<file path="src/hdl/mexp_pkg.sv">
// ---------------------------------------------------------------------------
// mexp_pkg
// Widths, register map, microcode formats and control store of the
// modular exponentiation core.
// ---------------------------------------------------------------------------
`default_nettype none

package mexp_pkg;

	localparam int WORD_BITS = 32;
	localparam int CNT_BITS  = $clog2(WORD_BITS);
	localparam int STEP_BITS = 4;
	localparam int ADDR_BITS = 3;

	typedef logic [WORD_BITS-1:0] word_t;
	typedef logic [CNT_BITS-1:0]  cnt_t;
	typedef logic [STEP_BITS-1:0] step_t;

	localparam cnt_t  CNT_MAX  = cnt_t'(WORD_BITS - 1);
	localparam step_t STEP_ONE = step_t'(1);

	// register map, selected by paddr[2]
	localparam logic REG_EXPONENT = 1'b0;
	localparam logic REG_MODULUS  = 1'b1;

	localparam word_t EXPONENT_RESET = word_t'(139967);
	localparam word_t MODULUS_RESET  = word_t'(45293789);

	typedef enum logic [3:0] {
		OP_NOP,
		OP_INIT,
		OP_X_R,
		OP_X_R_NEXT,
		OP_LOAD_AX,
		OP_LOAD_XX,
		OP_ACC_R,
		OP_DBL,
		OP_ADD,
		OP_OUT_ACC,
		OP_OUT_ZERO
	} op_t;

	typedef enum logic [3:0] {
		J_NEXT,
		J_NOSTART,
		J_MSMALL,
		J_CALL,
		J_EBIT0,
		J_BNZ,
		J_NOTLAST,
		J_ALWAYS,
		J_RETURN
	} jmp_t;

	typedef struct packed {
		op_t   op;
		jmp_t  jmp;
		step_t target;
	} uword_t;

	typedef struct packed {
		logic start;
		logic msmall;
		logic ebit;
		logic bnz;
		logic notlast;
	} status_t;

	typedef struct packed {
		op_t  op;
		logic busy;
	} ctrl_t;

	// program entry points
	localparam step_t ST_IDLE = step_t'(0);
	localparam step_t ST_TEST = step_t'(4);
	localparam step_t ST_ZERO = step_t'(10);
	localparam step_t ST_MUL  = step_t'(11);

	// Control store. The modular multiply r = a*b mod m is a subroutine at
	// ST_MUL: one double step and one conditional add step per bit of b.
	function automatic uword_t ucode_rom(input step_t addr);
		uword_t w;
		case (addr)
			step_t'(0):  w = '{OP_INIT,     J_NOSTART, ST_IDLE};
			step_t'(1):  w = '{OP_NOP,      J_MSMALL,  ST_ZERO};
			step_t'(2):  w = '{OP_NOP,      J_CALL,    ST_MUL};
			step_t'(3):  w = '{OP_X_R,      J_NEXT,    ST_IDLE};
			step_t'(4):  w = '{OP_NOP,      J_EBIT0,   step_t'(7)};
			step_t'(5):  w = '{OP_LOAD_AX,  J_CALL,    ST_MUL};
			step_t'(6):  w = '{OP_ACC_R,    J_NEXT,    ST_IDLE};
			step_t'(7):  w = '{OP_LOAD_XX,  J_CALL,    ST_MUL};
			step_t'(8):  w = '{OP_X_R_NEXT, J_NOTLAST, ST_TEST};
			step_t'(9):  w = '{OP_OUT_ACC,  J_ALWAYS,  ST_IDLE};
			step_t'(10): w = '{OP_OUT_ZERO, J_ALWAYS,  ST_IDLE};
			step_t'(11): w = '{OP_DBL,      J_NEXT,    ST_IDLE};
			step_t'(12): w = '{OP_ADD,      J_BNZ,     ST_MUL};
			step_t'(13): w = '{OP_NOP,      J_RETURN,  ST_IDLE};
			default:     w = '{OP_NOP,      J_ALWAYS,  ST_IDLE};
		endcase
		return w;
	endfunction

endpackage

`default_nettype wire

</file>
<file path="src/hdl/mexp_seq.sv">
// ---------------------------------------------------------------------------
// mexp_seq
// Microcode sequencer: step counter, control store, conditional jumps and
// a one-level return address for the multiply subroutine.
// ---------------------------------------------------------------------------
`default_nettype none

module mexp_seq (
	input  wire                logic clk,
	input  wire                logic arst_n,
	input  wire mexp_pkg::status_t status,
	output mexp_pkg::ctrl_t    ctrl
);
	import mexp_pkg::*;

	step_t  step_q;
	step_t  ret_q;
	step_t  step_nx;
	step_t  step_inc;
	uword_t uw;

	assign uw       = ucode_rom(step_q);
	assign step_inc = step_q + STEP_ONE;

	always_comb begin
		case (uw.jmp)
			J_NEXT:    step_nx = step_inc;
			J_NOSTART: step_nx = status.start ? step_inc : uw.target;
			J_MSMALL:  step_nx = status.msmall ? uw.target : step_inc;
			J_CALL:    step_nx = uw.target;
			J_EBIT0:   step_nx = status.ebit ? step_inc : uw.target;
			J_BNZ:     step_nx = status.bnz ? uw.target : step_inc;
			J_NOTLAST: step_nx = status.notlast ? uw.target : step_inc;
			J_ALWAYS:  step_nx = uw.target;
			J_RETURN:  step_nx = ret_q;
			default:   step_nx = ST_IDLE;
		endcase
	end

	always_ff @(posedge clk or negedge arst_n) begin
		if (!arst_n) begin
			step_q <= ST_IDLE;
			ret_q  <= ST_IDLE;
		end else begin
			step_q <= step_nx;
			// save the caller's next step
			if (uw.jmp == J_CALL) begin
				ret_q <= step_inc;
			end
		end
	end

	assign ctrl.op   = uw.op;
	assign ctrl.busy = (step_q != ST_IDLE);

endmodule

`default_nettype wire

</file>
<file path="src/hdl/modular_exponentiation_core.sv">
// ---------------------------------------------------------------------------
// modular_exponentiation_core
// power_result = base ^ exponent mod modulus, right-to-left square and
// multiply on a microcoded datapath with bit-serial modular multiplies.
// ---------------------------------------------------------------------------
// A request is taken when start is high and busy is low; busy stays high
// until the result is ready. The result appears on power_result for one
// cycle with done high and must be captured then: the block does not wait.
// Every modular multiply handles each bit of the multiplier as a double step
// and then a conditional add step, each one 33-bit add and compare. With a
// modulus below two a request returns 0. Write exponent (address 0) and
// modulus (address 4) only while busy is low.
// ---------------------------------------------------------------------------
`default_nettype none

module modular_exponentiation_core (
	input  wire logic                            clk,
	input  wire logic                            arst_n,
	input  wire logic                            start,
	output logic                                 busy,
	input  wire logic [mexp_pkg::WORD_BITS-1:0]  base,
	output logic                                 done,
	output logic [mexp_pkg::WORD_BITS-1:0]       power_result,
	input  wire logic                            psel,
	input  wire logic                            penable,
	input  wire logic                            pwrite,
	input  wire logic [mexp_pkg::ADDR_BITS-1:0]  paddr,
	input  wire logic [31:0]                     pwdata,
	output logic [31:0]                          prdata,
	output logic                                 pready
);
	import mexp_pkg::*;

	word_t   exp_q, mod_q;
	word_t   acc_q, x_q, a_q, b_q, r_q, result_q;
	cnt_t    bcnt_q, ecnt_q;
	logic    done_q;
	status_t status;
	ctrl_t   ctrl;

	logic                 cfg_wr;
	word_t                addend;
	logic [WORD_BITS:0]   sum;
	logic [WORD_BITS+1:0] diff;
	word_t                red;

	// configuration port
	assign pready = 1'b1;
	assign cfg_wr = psel && penable && pwrite && pready;
	assign prdata = (paddr[2] == REG_MODULUS) ? mod_q : exp_q;

	always_ff @(posedge clk or negedge arst_n) begin
		if (!arst_n) begin
			exp_q <= EXPONENT_RESET;
			mod_q <= MODULUS_RESET;
		end else if (cfg_wr) begin
			if (paddr[2] == REG_EXPONENT) begin
				exp_q <= pwdata;
			end else begin
				mod_q <= pwdata;
			end
		end
	end

	mexp_seq u_seq (
		.clk    (clk),
		.arst_n (arst_n),
		.status (status),
		.ctrl   (ctrl)
	);

	assign status.start   = start;
	assign status.msmall  = (mod_q[WORD_BITS-1:1] == '0);
	assign status.ebit    = exp_q[ecnt_q];
	assign status.bnz     = (bcnt_q != '0);
	assign status.notlast = (ecnt_q != CNT_MAX);

	// shared modular adder: r + addend, drop m once if not below it
	assign addend = (ctrl.op == OP_DBL) ? r_q : a_q;
	assign sum    = {1'b0, r_q} + {1'b0, addend};
	assign diff   = {1'b0, sum} - {2'b00, mod_q};
	assign red    = diff[WORD_BITS+1] ? sum[WORD_BITS-1:0] : diff[WORD_BITS-1:0];

	always_ff @(posedge clk) begin
		case (ctrl.op)
			OP_INIT: begin
				// x = base mod m, formed as 1 * base mod m
				acc_q  <= word_t'(1);
				ecnt_q <= '0;
				a_q    <= word_t'(1);
				b_q    <= base;
				r_q    <= '0;
				bcnt_q <= CNT_MAX;
			end
			OP_X_R: begin
				x_q <= r_q;
			end
			OP_X_R_NEXT: begin
				x_q    <= r_q;
				ecnt_q <= ecnt_q + cnt_t'(1);
			end
			OP_LOAD_AX: begin
				a_q    <= acc_q;
				b_q    <= x_q;
				r_q    <= '0;
				bcnt_q <= CNT_MAX;
			end
			OP_LOAD_XX: begin
				a_q    <= x_q;
				b_q    <= x_q;
				r_q    <= '0;
				bcnt_q <= CNT_MAX;
			end
			OP_ACC_R: begin
				acc_q <= r_q;
			end
			OP_DBL: begin
				r_q <= red;
			end
			OP_ADD: begin
				if (b_q[bcnt_q]) begin
					r_q <= red;
				end
				bcnt_q <= bcnt_q - cnt_t'(1);
			end
			OP_OUT_ACC: begin
				result_q <= acc_q;
			end
			OP_OUT_ZERO: begin
				result_q <= '0;
			end
			default: begin
			end
		endcase
	end

	always_ff @(posedge clk or negedge arst_n) begin
		if (!arst_n) begin
			done_q <= 1'b0;
		end else begin
			done_q <= (ctrl.op == OP_OUT_ACC) || (ctrl.op == OP_OUT_ZERO);
		end
	end

	assign busy         = ctrl.busy;
	assign done         = done_q;
	assign power_result = result_q;

endmodule

`default_nettype wire

</file>
<file path="config.mk">
export PLATFORM = sky130hd
export DESIGN_NAME = modular_exponentiation_core
export DESIGN_NICKNAME = d
export VERILOG_FILES = /design/src/hdl/mexp_pkg.sv /design/src/hdl/mexp_seq.sv /design/src/hdl/modular_exponentiation_core.sv
export SDC_FILE = /design/constraint.sdc
export NUM_CORES = 1
export LEC_CHECK = 0
export BUFFER_PORTS_ARGS = -buffer_cell sky130_fd_sc_hd__buf_2
export CAP_MARGIN = 5
export CORE_ASPECT_RATIO = 0.8
export CORE_MARGIN = 2
export CORE_UTILIZATION = 38
export DETAILED_ROUTE_END_ITERATION = 10
export GPL_ROUTABILITY_DRIVEN = 0
export PLACE_DENSITY = 0.56
export RECOVER_POWER = 50
export SLEW_MARGIN = 10
export SYNTH_ARGS = -nofsm -noshare
export SYNTH_HDL_FRONTEND = slang
export SYNTH_HIERARCHICAL = 1
export SYNTH_SLANG_ARGS = --single-unit
</file>
<file path="constraint.sdc">
create_clock -name clk -period 6.75 [get_ports clk]
set_clock_uncertainty 0.05 [all_clocks]
set_input_delay 0.675 -clock clk [delete_from_list [all_inputs] [get_ports clk]]
set_output_delay 0.675 -clock clk [all_outputs]
set_load 0.005 [all_outputs]
</file>
==> impl_metrics.toml, run 1 <==
[outcome]
status = "finished, violations left"
violations = "max-capacitance violations, max-slew violations"

[floorplanning]
num_rows = 68
io_pins = 140
coreArea_sq_um = 43000
dieWidth_um = 237
start_util_pct = 38.4
dieHeight_um = 190
die-area_sq_um = 45100

[drt]
vias = 11400
drtAntennaViolNets = 0
viasPerCell = 5.30
drtIter0Drc = 792
routed_wirelength_um = 41800
wl_per_cell_um = 19.3
route.detailed.drc = 0
first_pass_iters = 5

[yosys]
synth_seq_area_share_pct = 48.0
yosysWarnings = 6
syn-num-nets = 1564
synth_ff_type = "edfxtp_1"
synth_most_common_cell = "edfxtp_1"
syn_inst = 1414
yosysTopAreaCell = "edfxtp_1"
synth_area_sq_um = 16500
synth_edf_count = 202
synthArstFlopShare_pct = 26.5
synth.top_cell.area_share_pct = 36.8
yosys-top-cells-area = "edfxtp_1 (37%), mux2_2 (11%), dfrtp_1 (7.6%)"
ys_types = 88
synth-seq-cells = 275
avgSynthCellArea_sq_um = 11.7
synthTopCellsByCount = "edfxtp_1 (202), mux2_2 (161), nor2_1 (102)"

[sta]
setup_violations = 0
max_freq_mhz = 155
setup-tns-final_ps = 0
period_needed_ps = 6440
post-route-period-util_pct = 95.3
whs_ps = 294
relSlewSlack_pct = -165
report.final.slew_viol_count = 284
worst_pin_slew_ps = 3980
hold_viol = 0

[cts]
clock_latency_ps = 580
cts_num_sinks = 275
tritoncts = "built"
cts_buffers = 29
root_buffer = "clkbuf_16"
clockBufferDepth = 3
h-tree-depth = 1
path_clk_slew_ps = 60

[global_routing]
grt_pass1_vias = 11200
grt_pass1_wl_um = 64900
track_usage_pct = 18.3
grt_max_degree = 74
antenna_found_initial = 2
grt-ovfl-total = 0

[placement]
dp_hpwl_um = 30600
post-place-cells = 2110
place.port_buffers = 136

[setup_path]
crit_type = "flip-flop to flip-flop"
cp-end-kind = "flip-flop"
crit_fanout = 28
critPathArrivalTime_ps = 6700
slowest_stage = "or4_1"
path_buf_inv = 5
startpoint_type = "flip-flop"
max_stage_delay_ps = 560
cp_top_family = "compound AO/OA/AOI/OAI gates"
critPathRequiredTime_ps = 7010

[cells_and_area]
instances_no_fill = 2161
drive_gt1_share_pct = 29.8
nets = 1732
syn2layout_area_growth_pct = 16.1

[job]
cap_violations = 7

[worst_hold_path]
hp-class = "primary input to flip-flop"
layer usage:
metal / vias up / global-route usage, % / part of all wire [%]
met5: - / 0 / 0.031
met4: 2 / 2.97 / 1.2
met3: 28 / 3.08 / 5.2
met2: 297 / 25.7 / 40
met1: 5540 / 29.6 / 53
li1: 5581 / - / -
registers in the layout, indices dropped and copies added, names as in the netlist:
| signal | cells |
|---|---|
| ecnt_q | 5 |
| a_q | 32 |
| b_q | 32 |
| x_q | 32 |
| acc_q | 32 |
| power_result | 32 |
| bcnt_q | 5 |
| mod_q | 32 |
| exp_q | 32 |
| u_seq/step_q | 4 |
| done | 1 |
| r_q | 32 |
| u_seq/ret_q | 4 |
path summary, 6_finish.rpt:
| kind | from | end | slack [ps] | depth (start not counted) |
|---|---|---|---|---|
| hold / removal | pwdata[10] | mod_q[10] | 290 | 2 |
| hold reg to reg | u_seq/ret_q[0] | u_seq/ret_q[0] | 430 | 2 |
| min in group asynchronous | arst_n | u_seq/step_q[2] | 1430 | 1 |
| setup / recovery | u_seq/step_q[0] | r_q[4] | 310 | 28 |
| setup reg to reg | u_seq/step_q[0] | r_q[4] | 310 | 28 |
| max in group asynchronous | arst_n | u_seq/step_q[0] | 2720 | 1 |
area by class of cell:
cell class / instances / area [sq um]
multi-input combinational: 1015 / 8260
inverter: 63 / 236
fill: 3991 / 23800
tap: 560 / 701
clock buffer: 34 / 754
timing repair buffer: 198 / 1110
antenna: 1 / 2.50
clock inverter: 15 / 176
sequential: 275 / 7920
stage by stage:
step	cell area (sq um)	worst slack (ps)	util (%)
2_1_floorplan	16500	247	-
3_3_place_gp	18100	47.4	42.2
3_5_place_dp	18100	-85.2	42.2
4_1_cts	19100	30.8	44.4
5_1_grt	19200	-19.2	44.6
6_report	19200	314	44.6
cell families after synthesis:
kind of cell	synth area share, %
simple gates	11.7
mux	17.0
other cells	0.0227
flops	48.0
xor+xnor	3.08
compound gates	11.2
buf+inv	3.06
fa+ha+maj	5.93
cells in the final DEF (no fill, tap or decap), types with 49 or more instances in the layout:
master and count:
edfxtp_1 202, inv_1 61, nand2_1 90, dfrtp_1 49, buf_4 53, a21oi_1 70
mux2_2 150, ha_1 71, nor2_1 98, buf_2 112
worst reg2reg max path: cells and delay by family (launching register included):
kind | cells | cell delay (ps)
AO/OA/AOI/OAI | 12 | 2240
adder cells (fa/ha/maj) | 3 | 910
buffers and inverters | 5 | 790
flip-flops | 1 | 400
multiplexers | 2 | 490
AND/OR/NAND/NOR | 6 | 1280
timing repair:
| item | 4_1_cts | 5_1_grt |
|---|---|---|
| setup buffers | 0 | 1 |
| setup endpoints to repair | 29 | 32 |
| endpoints found under the hold margin | 0 | 0 |
| pin swaps | 1 | 6 |
| gates resized for setup | 5 | 30 |
| hold buffers | 0 | 0 |
| gates cloned | 0 | 0 |
Power of run 1 is not shown: default switching activity piles up to over one toggle a cycle in this logic, so the estimate is an artifact.
==> inputs of run 2 (changes only) <==
- clock period: 6.75 -> 5.7 ns (I/O delays scaled with it)
==> impl_metrics.toml, run 2 (synthesized netlist as in run 1, its figures left out) <==
[sta]
post-route-period-util_pct = 108
max_freq_mhz = 163
setup_violations = 32
worst_slack_ps = -444
hold_viol = 0
worst_pin_slew_ps = 4160
setup-tns-final_ps = -10510
relSlewSlack_pct = -177
report.final.slew_viol_count = 175
rsz0062_at_grt = "true"
period_needed_ps = 6140

[setup_path]
cp-end-kind = "flip-flop"
crit_type = "flip-flop to flip-flop"
critPathArrivalTime_ps = 6520
max_stage_delay_ps = 450
startpoint_type = "flip-flop"
path_buf_inv = 7
slowest_stage = "dfrtp_2"
cp.depth = 32
regToRegSetupSlack_ps = -440
crit_fanout = 5
cp_top_family = "compound AO/OA/AOI/OAI gates"
ff2ff_path_depth = 32
critPathRequiredTime_ps = 6070

[global_routing]
grt_pass1_vias = 12000
grt_max_degree = 74
antenna_found_initial = 1
track_usage_pct = 19.4
grt-ovfl-total = 0
grt_pass1_wl_um = 69100

[floorplanning]
dieHeight_um = 190
num_rows = 68
coreArea_sq_um = 43000
io_pins = 140
die-area_sq_um = 45100
dieWidth_um = 237
start_util_pct = 38.4

[cts]
clock_latency_ps = 590
h-tree-depth = 1
cts_buffers = 30
cts_num_sinks = 275
root_buffer = "clkbuf_16"
clockBufferDepth = 3
path_clk_slew_ps = 70
tritoncts = "built"

[job]
cap_violations = 4

[drt]
drtAntennaViolNets = 0
route.detailed.drc = 0
routed_wirelength_um = 44700
viasPerCell = 5.20
wl_per_cell_um = 19.1
first_pass_iters = 5
vias = 12200
drtIter0Drc = 784

[outcome]
status = "finished, violations left"
violations = "max-capacitance violations, max-slew violations, negative setup slack"

[worst_hold_path]
hold_depth = 2
hp-class = "primary input to flip-flop"

[placement]
place.port_buffers = 136
dp_hpwl_um = 32100
post-place-ws_ps = -497
post-place-cells = 2268

[cells_and_area]
mostFrequentLayoutCells = "buf_4 (222), edfxtp_1 (202), mux2_2 (157), buf_2 (122), nor2_1 (92)"
drive_gt1_share_pct = 42.4
instances_no_fill = 2346
nets = 1912
syn2layout_area_growth_pct = 29.3
mostFrequentLayoutCell = "buf_4"
-- run 2: cell types whose count changed in the layout (fill, tap and decap cells not counted), sizes merged --
cell,previous run,this run
clkbuf,65,58
buf,167,358
diode,1,2
clkinvlp,3,2
inv,67,63
clkinv,5,10
-- run 2: worst paths after layout --
kind,from,to
setup / recovery,u_seq/step_q[0],r_q[25]
hold / removal,pwdata[0],mod_q[0]
setup reg to reg,u_seq/step_q[0],r_q[25]
hold reg to reg,u_seq/ret_q[3],u_seq/ret_q[3]
max in group asynchronous,arst_n,u_seq/step_q[1]
min in group asynchronous,arst_n,done
-- run 2: final cells by class --
class / count / area [sq um]
clock inverters: 15 / 178
fillers: 3865 / 21600
multi-input cells: 1015 / 8790
repair buffers: 377 / 2630
well taps: 560 / 701
clock buffers: 39 / 857
diodes: 2 / 5.00
flip-flops and latches: 275 / 7920
inverters: 63 / 246
-- run 2: metal layers --
metal | part of all wire, % | track usage (%)
met5 | 0 | 0
met4 | 1.3 | 2.92
met3 | 4.8 | 2.78
met2 | 41 | 27.9
met1 | 53 | 31.1
-- run 2: timing repair --
action	4_1_cts	5_1_grt
hold buffers	0	0
resized for setup	35	85
cloned	1	4
endpoints found under the setup margin	32	32
setup buffers	5	13
pin swaps	14	43
-- run 2: per-stage QoR --
step	utilization, %	area [sq um]	hold slack (ps)
2_1_floorplan	-	16700	224
3_3_place_gp	45.3	19500	420
3_5_place_dp	45.3	19500	424
4_1_cts	48.3	20800	109
5_1_grt	49.6	21300	171
6_report	49.6	21300	174
Power of run 2 is left out for the same reason.
